### config.mk
export PLATFORM = sky130hd
export DESIGN_NAME = cpu_alu_with_flags_core
export DESIGN_NICKNAME = d
export VERILOG_FILES = /design/src/hw/rtl/cpuaf_pkg.sv /design/src/hw/rtl/cpu_alu_with_flags_core.sv /design/src/hw/rtl/cpuaf_alu.sv
export SDC_FILE = /design/constraint.sdc
export NUM_CORES = 1
export LEC_CHECK = 0
export BUFFER_PORTS_ARGS = -buffer_cell sky130_fd_sc_hd__buf_2
export CORE_MARGIN = 1.5
export CORE_UTILIZATION = 64
export DETAILED_ROUTE_END_ITERATION = 8
export PLACE_DENSITY = 0.85
export SYNTH_ARGS = -nofsm -noshare
export SYNTH_HDL_FRONTEND = slang
export SYNTH_SLANG_ARGS = --single-unit
### constraint.sdc
create_clock -name clk -period 8.95 [get_ports clk]
set_clock_uncertainty 0.15 [all_clocks]
set_input_delay 1.3425 -clock clk [delete_from_list [all_inputs] [get_ports clk]]
set_output_delay 1.3425 -clock clk [all_outputs]
set_load 0.01 [all_outputs]
### src/hw/rtl/cpuaf_pkg.sv
`timescale 1ns / 1ps

package cpuaf_pkg;

    typedef enum logic [4:0] {
        CMD_ADD     = 5'd0,
        CMD_ADC     = 5'd1,
        CMD_SUB     = 5'd2,
        CMD_SBC     = 5'd3,
        CMD_AND     = 5'd4,
        CMD_XOR     = 5'd5,
        CMD_OR      = 5'd6,
        CMD_CP      = 5'd7,
        CMD_INC     = 5'd8,
        CMD_DEC     = 5'd9,
        CMD_RLC     = 5'd10,
        CMD_RRC     = 5'd11,
        CMD_RL      = 5'd12,
        CMD_RR      = 5'd13,
        CMD_SLA     = 5'd14,
        CMD_SRA     = 5'd15,
        CMD_SWAP    = 5'd16,
        CMD_SRL     = 5'd17,
        CMD_BIT     = 5'd18,
        CMD_RES     = 5'd19,
        CMD_SET     = 5'd20,
        CMD_RLCA    = 5'd21,
        CMD_RRCA    = 5'd22,
        CMD_RLA     = 5'd23,
        CMD_RRA     = 5'd24,
        CMD_DAA     = 5'd25,
        CMD_CPL     = 5'd26,
        CMD_CCF     = 5'd27,
        CMD_SCF     = 5'd28,
        CMD_ADD16   = 5'd29,
        CMD_ADD_SP  = 5'd30
    } cmd_t;

    // Flag positions in the packed Z N H C nibble.
    localparam int FLAG_Z = 3;
    localparam int FLAG_N = 2;
    localparam int FLAG_H = 1;
    localparam int FLAG_C = 0;

    typedef struct packed {
        logic [4:0]  cmd;
        logic [15:0] operand_a;
        logic [15:0] operand_b;
        logic [2:0]  bit_index;
        logic [3:0]  flags_in;
    } alu_in_t;

    typedef struct packed {
        logic [15:0] result;
        logic [3:0]  flags_out;
    } alu_out_t;

endpackage

### src/hw/rtl/cpu_alu_with_flags_core.sv
`timescale 1ns / 1ps

// 8-bit CPU arithmetic unit with Z, N, H and C flags, plus the 16-bit pair add and the
// stack-pointer offset add. An item is taken whenever start is high; busy never rises,
// so one item can be issued in every cycle. Its result and flags appear on result and
// flags_out, marked by done for exactly one cycle, once the item has passed through the
// input register and then through the arithmetic logic into the result register. The
// receiver cannot stall the block and must take each result as it appears. No state is
// kept between items.

module cpu_alu_with_flags_core
(
    input  logic        clk,
    input  logic        rst_n,
    input  logic        start,
    output logic        busy,
    input  logic [4:0]  cmd,
    input  logic [15:0] operand_a,
    input  logic [15:0] operand_b,
    input  logic [2:0]  bit_index,
    input  logic [3:0]  flags_in,
    output logic        done,
    output logic [15:0] result,
    output logic [3:0]  flags_out
);

    cpuaf_pkg::alu_in_t  item_reg;
    cpuaf_pkg::alu_out_t alu_res;
    logic                valid_reg;
    logic                done_reg;
    logic [15:0]         result_reg;
    logic [3:0]          flags_reg;

    assign busy = 1'b0;

    always_ff @(posedge clk or negedge rst_n)
    begin
        if (!rst_n)
        begin
            valid_reg <= 1'b0;
            done_reg  <= 1'b0;
        end
        else
        begin
            valid_reg <= start;
            done_reg  <= valid_reg;
        end
    end

    always_ff @(posedge clk)
    begin
        if (start)
        begin
            item_reg.cmd       <= cmd;
            item_reg.operand_a <= operand_a;
            item_reg.operand_b <= operand_b;
            item_reg.bit_index <= bit_index;
            item_reg.flags_in  <= flags_in;
        end
        if (valid_reg)
        begin
            result_reg <= alu_res.result;
            flags_reg  <= alu_res.flags_out;
        end
    end

    cpuaf_alu u_alu
    (
        .item (item_reg),
        .res  (alu_res)
    );

    assign done      = done_reg;
    assign result    = result_reg;
    assign flags_out = flags_reg;

endmodule

### src/hw/rtl/cpuaf_alu.sv
`timescale 1ns / 1ps

module cpuaf_alu
(
    input  cpuaf_pkg::alu_in_t  item,
    output cpuaf_pkg::alu_out_t res
);

    logic [7:0]  a;
    logic [7:0]  b;
    logic        ci;
    logic        t;
    logic [8:0]  sum9;
    logic [4:0]  hsum5;
    logic [8:0]  diff9;
    logic [4:0]  hdiff5;
    logic [7:0]  inc8;
    logic [7:0]  dec8;
    logic        daa60;
    logic        daa06;
    logic [7:0]  daa8;
    logic [16:0] sum17;
    logic [12:0] hsum13;
    logic [15:0] sp16;
    logic [4:0]  sph5;
    logic [8:0]  spc9;
    logic [7:0]  r8;
    logic [15:0] r;
    logic [3:0]  f;

    assign a  = item.operand_a[7:0];
    assign b  = item.operand_b[7:0];
    assign ci = item.flags_in[cpuaf_pkg::FLAG_C];
    assign t  = ((item.cmd == cpuaf_pkg::CMD_ADC) || (item.cmd == cpuaf_pkg::CMD_SBC)) ? ci : 1'b0;

    assign sum9   = {1'b0, a} + {1'b0, b} + {8'b0, t};
    assign hsum5  = {1'b0, a[3:0]} + {1'b0, b[3:0]} + {4'b0, t};
    assign diff9  = {1'b0, a} - {1'b0, b} - {8'b0, t};
    assign hdiff5 = {1'b0, a[3:0]} - {1'b0, b[3:0]} - {4'b0, t};
    assign inc8   = a + 8'd1;
    assign dec8   = a - 8'd1;

    // Decimal adjust: corrections depend on whether the last operation subtracted.
    always_comb
    begin
        if (!item.flags_in[cpuaf_pkg::FLAG_N])
        begin
            daa60 = ci || (a > 8'h99);
            daa06 = item.flags_in[cpuaf_pkg::FLAG_H] || (a[3:0] > 4'd9);
            daa8  = a + (daa60 ? 8'h60 : 8'h00) + (daa06 ? 8'h06 : 8'h00);
        end
        else
        begin
            daa60 = ci;
            daa06 = item.flags_in[cpuaf_pkg::FLAG_H];
            daa8  = a - (daa60 ? 8'h60 : 8'h00) - (daa06 ? 8'h06 : 8'h00);
        end
    end

    assign sum17  = {1'b0, item.operand_a} + {1'b0, item.operand_b};
    assign hsum13 = {1'b0, item.operand_a[11:0]} + {1'b0, item.operand_b[11:0]};
    assign sp16   = item.operand_a + {{8{b[7]}}, b};
    assign sph5   = {1'b0, item.operand_a[3:0]} + {1'b0, b[3:0]};
    assign spc9   = {1'b0, item.operand_a[7:0]} + {1'b0, b};

    always_comb
    begin
        r8 = 8'h00;
        r  = item.operand_a;
        f  = item.flags_in;
        unique case (item.cmd)
            cpuaf_pkg::CMD_ADD, cpuaf_pkg::CMD_ADC:
            begin
                r8 = sum9[7:0];
                r  = {8'h00, r8};
                f  = {r8 == 8'h00, 1'b0, hsum5[4], sum9[8]};
            end
            cpuaf_pkg::CMD_SUB, cpuaf_pkg::CMD_SBC:
            begin
                r8 = diff9[7:0];
                r  = {8'h00, r8};
                f  = {r8 == 8'h00, 1'b1, hdiff5[4], diff9[8]};
            end
            cpuaf_pkg::CMD_CP:
            begin
                f = {diff9[7:0] == 8'h00, 1'b1, hdiff5[4], diff9[8]};
            end
            cpuaf_pkg::CMD_AND:
            begin
                r8 = a & b;
                r  = {8'h00, r8};
                f  = {r8 == 8'h00, 1'b0, 1'b1, 1'b0};
            end
            cpuaf_pkg::CMD_XOR:
            begin
                r8 = a ^ b;
                r  = {8'h00, r8};
                f  = {r8 == 8'h00, 3'b000};
            end
            cpuaf_pkg::CMD_OR:
            begin
                r8 = a | b;
                r  = {8'h00, r8};
                f  = {r8 == 8'h00, 3'b000};
            end
            cpuaf_pkg::CMD_INC:
            begin
                r = {8'h00, inc8};
                f = {inc8 == 8'h00, 1'b0, inc8[3:0] == 4'h0, ci};
            end
            cpuaf_pkg::CMD_DEC:
            begin
                r = {8'h00, dec8};
                f = {dec8 == 8'h00, 1'b1, dec8[3:0] == 4'hF, ci};
            end
            cpuaf_pkg::CMD_RLC:
            begin
                r8 = {a[6:0], a[7]};
                r  = {8'h00, r8};
                f  = {r8 == 8'h00, 2'b00, a[7]};
            end
            cpuaf_pkg::CMD_RRC:
            begin
                r8 = {a[0], a[7:1]};
                r  = {8'h00, r8};
                f  = {r8 == 8'h00, 2'b00, a[0]};
            end
            cpuaf_pkg::CMD_RL:
            begin
                r8 = {a[6:0], ci};
                r  = {8'h00, r8};
                f  = {r8 == 8'h00, 2'b00, a[7]};
            end
            cpuaf_pkg::CMD_RR:
            begin
                r8 = {ci, a[7:1]};
                r  = {8'h00, r8};
                f  = {r8 == 8'h00, 2'b00, a[0]};
            end
            cpuaf_pkg::CMD_SLA:
            begin
                r8 = {a[6:0], 1'b0};
                r  = {8'h00, r8};
                f  = {r8 == 8'h00, 2'b00, a[7]};
            end
            cpuaf_pkg::CMD_SRA:
            begin
                r8 = {a[7], a[7:1]};
                r  = {8'h00, r8};
                f  = {r8 == 8'h00, 2'b00, a[0]};
            end
            cpuaf_pkg::CMD_SWAP:
            begin
                r8 = {a[3:0], a[7:4]};
                r  = {8'h00, r8};
                f  = {r8 == 8'h00, 3'b000};
            end
            cpuaf_pkg::CMD_SRL:
            begin
                r8 = {1'b0, a[7:1]};
                r  = {8'h00, r8};
                f  = {r8 == 8'h00, 2'b00, a[0]};
            end
            cpuaf_pkg::CMD_BIT:
            begin
                f = {~a[item.bit_index], 1'b0, 1'b1, ci};
            end
            cpuaf_pkg::CMD_RES:
            begin
                r = {8'h00, a & ~(8'h01 << item.bit_index)};
            end
            cpuaf_pkg::CMD_SET:
            begin
                r = {8'h00, a | (8'h01 << item.bit_index)};
            end
            // The accumulator rotates always clear Z.
            cpuaf_pkg::CMD_RLCA:
            begin
                r = {8'h00, a[6:0], a[7]};
                f = {3'b000, a[7]};
            end
            cpuaf_pkg::CMD_RRCA:
            begin
                r = {8'h00, a[0], a[7:1]};
                f = {3'b000, a[0]};
            end
            cpuaf_pkg::CMD_RLA:
            begin
                r = {8'h00, a[6:0], ci};
                f = {3'b000, a[7]};
            end
            cpuaf_pkg::CMD_RRA:
            begin
                r = {8'h00, ci, a[7:1]};
                f = {3'b000, a[0]};
            end
            cpuaf_pkg::CMD_DAA:
            begin
                r = {8'h00, daa8};
                f = {daa8 == 8'h00, item.flags_in[cpuaf_pkg::FLAG_N], 1'b0, daa60};
            end
            cpuaf_pkg::CMD_CPL:
            begin
                r = {8'h00, ~a};
                f = item.flags_in | 4'b0110;
            end
            cpuaf_pkg::CMD_CCF:
            begin
                r = {8'h00, a};
                f = {item.flags_in[cpuaf_pkg::FLAG_Z], 2'b00, ~ci};
            end
            cpuaf_pkg::CMD_SCF:
            begin
                r = {8'h00, a};
                f = {item.flags_in[cpuaf_pkg::FLAG_Z], 2'b00, 1'b1};
            end
            cpuaf_pkg::CMD_ADD16:
            begin
                r = sum17[15:0];
                f = {item.flags_in[cpuaf_pkg::FLAG_Z], 1'b0, hsum13[12], sum17[16]};
            end
            cpuaf_pkg::CMD_ADD_SP:
            begin
                r = sp16;
                f = {2'b00, sph5[4], spc9[8]};
            end
            default:
            begin
                // Unassigned code: pass the item through unchanged.
                r = item.operand_a;
                f = item.flags_in;
            end
        endcase
    end

    assign res.result    = r;
    assign res.flags_out = f;

endmodule

==> impl_summary.md <==
Run status
The flow ran to the end, but the final reports show violations. The checks that failed: design-rule violations.

Floorplan
The starting utilization of the core area is 66.4%. From bottom edge to top edge, the die measures roughly 100 µm. The x dimension of the die is 104 µm. The area of the die is 10800 µm².

After floorplanning, the core was divided into 36 placement rows. The total I/O pin count is 69. The core region is 9860 µm².

Drt
The detail route stage leaves a number of antenna-violating nets equal to 0. In the routed design, unresolved DRC markers number 1. The routed design has 23800 µm of wire. The wire length per cell is 25.2 µm. The first-iteration detailed-routing DRC count is 1173. The routed layout has approximately 7000 vias.

The detailed-router iteration count before antenna repair is 9. The via density per instance is 7.38.

Power and ir drop
The leakage dissipation is 0.00284 µW. Overall power consumption after layout is estimated at 1140 µW. In this run the power density over the cells is between 150 and 200 nW/µm². The maximum vdd ir drop is 0.151 mV.

Synthesis
During synthesis, Yosys emitted a total of 0 warnings. The mapped netlist covers 6550 µm². The number of instances in the synthesized netlist is 761.

The share of synthesized flip-flops with an asynchronous set or reset is 3.03%. The top-area cell type share of the netlist area is 29.3%. The synthesized design spends more area on one cell type than any other, namely edfxtp_1. Yosys mapped a number of flops with a built-in enable equal to 64.

The dominant synthesized flop cell is edfxtp_1. Each instance of the synthesized netlist takes up on average 8.61 µm². Summing the sequential cell areas from Yosys gives approximately 30% of the chip area. The flop and latch count out of synthesis is 66. After synthesis, the cell types taking the most area are edfxtp_1 (29%), ha_1 (12%), nor2_1 (4.0%). The net count after synthesis is 877. The netlist uses 70 different library cells.

CTS
The clock slew at the register clock pins of the worst setup and hold paths is ~0.090 ns. The number of gates resized after CTS was 0. For the worst-skew pair, the clock arrives at the later sink with an insertion delay of 0.38 ns. CTS saw 66 sinks. The H-tree generated during clock tree synthesis spans 3 levels. TritonCTS created 9 clock buffers. Hold repair after CTS inserted 0 buffers.

The TritonCTS clock tree is done. The number of setup buffers added after CTS is 0. The cell at the root of the clock tree is clkbuf_8.

No sink is reached through more buffers than the 2 on the longest clock path.

Worst setup path
The reg-to-reg startpoint is item_reg[25]. Of all nets on the critical path, the largest fanout is 19. The number of cells on the worst reg-to-reg path is 10. For flop-to-flop paths, the worst setup slack is 4.32 ns.

The endpoint of the most critical register-to-register path is result[15]. The launching element type of the critical path is a flip-flop. The category of the worst setup path capture point is a flip-flop. The type of the worst setup path is flip-flop to flip-flop. At the worst endpoint, the arrival time is 4.60 ns. Data on the critical path is required at its endpoint by 8.92 ns.

Global route
The overall overflow remaining after global route is 0. Entering global routing, the biggest net connects 46 pins. The number of antenna violations at the first check in global routing is 0.

The first-pass GRT wire length is between 30000 and 40000 µm. The via count of the first global-routing pass is between 6000 and 7000. Global routing consumed, over all layers together, 44.2% of the routing resources.

Worst hold path
The instance count along the most critical hold path is 2. The class of the tightest hold or removal check is flip-flop to flip-flop. The worst hold path terminates at result[12]. The worst hold path begins at item_reg[35].

Timing
The worst pin sits at a relative slew slack of 12.1%. The final critical path time including I/O delays and setup is 4.63 ns. The number of endpoints with negative hold slack in the final report is 0. Setup repair after global routing left no endpoint under its margin. Of the available clock period, the critical path in the final layout requires about half. Adding up every negative setup slack in the final design gives 0 ns.

The worst slack on hold paths is 0.509 ns. The final count of pins violating max slew is 0. Setup violations remaining at the end of the flow were counted as 0. Timing would allow up to approximately 220 MHz.

For the pin with the worst max-slew slack, the measured transition is 1.31 ns.

Placed design
The wire-length estimate of the detail-placed layout is 17300 µm. The congestion estimate from routability-driven global placement came to 1.18. The number of buffer cells added on primary ports is 67. The number of placed instances, taps included, is 929.

Finish
The library cell used most frequently in the layout, excluding fill and tap cells, is nor2_1. The area growth from synthesis to layout is 9.08%. The post-layout instance count excluding filler cells is 945. In the layout the commonest cells are nor2_1 (70), buf_2 (67), ha_1 (65). The number of inserted diodes is 0.

The register with the most flip-flops in the layout has 44 of them. Cells with a size suffix above 1 make up 12.6% of the layout. The final-stage net count is between 900 and 1000.

Job
The number of violations of the max-capacitance limit is 0.
==> layout make-up <==
cell class              instances  area, µm²
flip-flops and latches         66       1970
fillers                       739       2720
well taps                     133        166
clock buffers                   9        124
repair buffers                 76        403
inverters                      40        150
multi-input cells             614       4260
clock inverters                 7       67.6
==> cell usage after synthesis (all sizes together) (7+ instances only) <==
cell	instances
a211oi	8
a21o	10
a21oi	47
a221oi	10
a22oi	7
a31oi	9
and2	7
and3	7
buf	7
clkbuf	34
edfxtp	64
ha	65
inv	40
nand2	55
nand2b	10
nand3	33
nand4	14
nor2	70
nor3	27
nor4	8
o21ai	53
o22ai	7
or3	7
xnor2	30
xor2	23
==> cells by family (layout without fill, tap and decap cells) <==
logic type / count (synthesis) / after routing / share of synthesized area, %
AOI/OAI and AO/OA: 221 / 221 / 23.1
xor gates and xnor gates: 53 / 53 / 7.09
adders and majority gates: 69 / 69 / 13.6
buffers and inverters: 81 / 132 / 4.83
DFF: 66 / 66 / 30.1
muxes: 6 / 6 / 1.30
other: 1 / 1 / 0.0573
and+or+nand+nor: 264 / 264 / 19.9
==> where the power goes <==
part           leakage, µW  switching (µW)  internal, µW  total [µW]
combinational      0.00209             285           173         458
sequential        0.000647            43.9           377         421
clock            0.0000951             137           128         265
==> worst max-delay path by stage <==
stage	to	from	slack, ns	cells past startpoint
detailed placement	result[15]	item_reg[25]	4.52	10
finish	result[15]	item_reg[25]	4.32	10
global route	result[15]	item_reg[25]	3.98	10
global placement	result[15]	item_reg[25]	4.60	10
floorplan	result[15]	item_reg[24]	5.17	11
CTS	result[15]	item_reg[25]	4.48	10
==> stage by stage <==
| stage | util [%] | setup WS (ns) | cell area (µm²) |
|---|---|---|---|
| detailed placement | 70.5 | 4.52 | 6950 |
| floorplan | - | 5.17 | 6550 |
| global placement | 70.5 | 4.60 | 6950 |
| CTS | 72.4 | 4.48 | 7140 |
| finish | 72.4 | 4.32 | 7140 |
| global route | 72.4 | 3.98 | 7140 |
==> critical path: stages (launching register included) <==
cell and delay (ns):
edfxtp_1 0.78, inv_1 0.30, ha_1 0.53, o21ai_0 0.45, o211ai_1 0.20, a2111oi_0 0.69
o31ai_1 0.26, o41ai_1 0.36, xnor2_1 0.18, o21ai_0 0.11, a221o_1 0.34
==> routing by layer <==
| metal | vias to the layer above | global-route usage (%) | wire (µm) |
|---|---|---|---|
| li1 | 2962 | - | - |
| met4 | 0 | 21.3 | 1650 |
| met3 | 172 | 16.7 | 3780 |
| met2 | 693 | 64.5 | 9770 |
| met1 | 3149 | 57.6 | 8630 |
| met5 | - | 0 | 0 |
No activity file was read; power rests on OpenSTA's default activity.
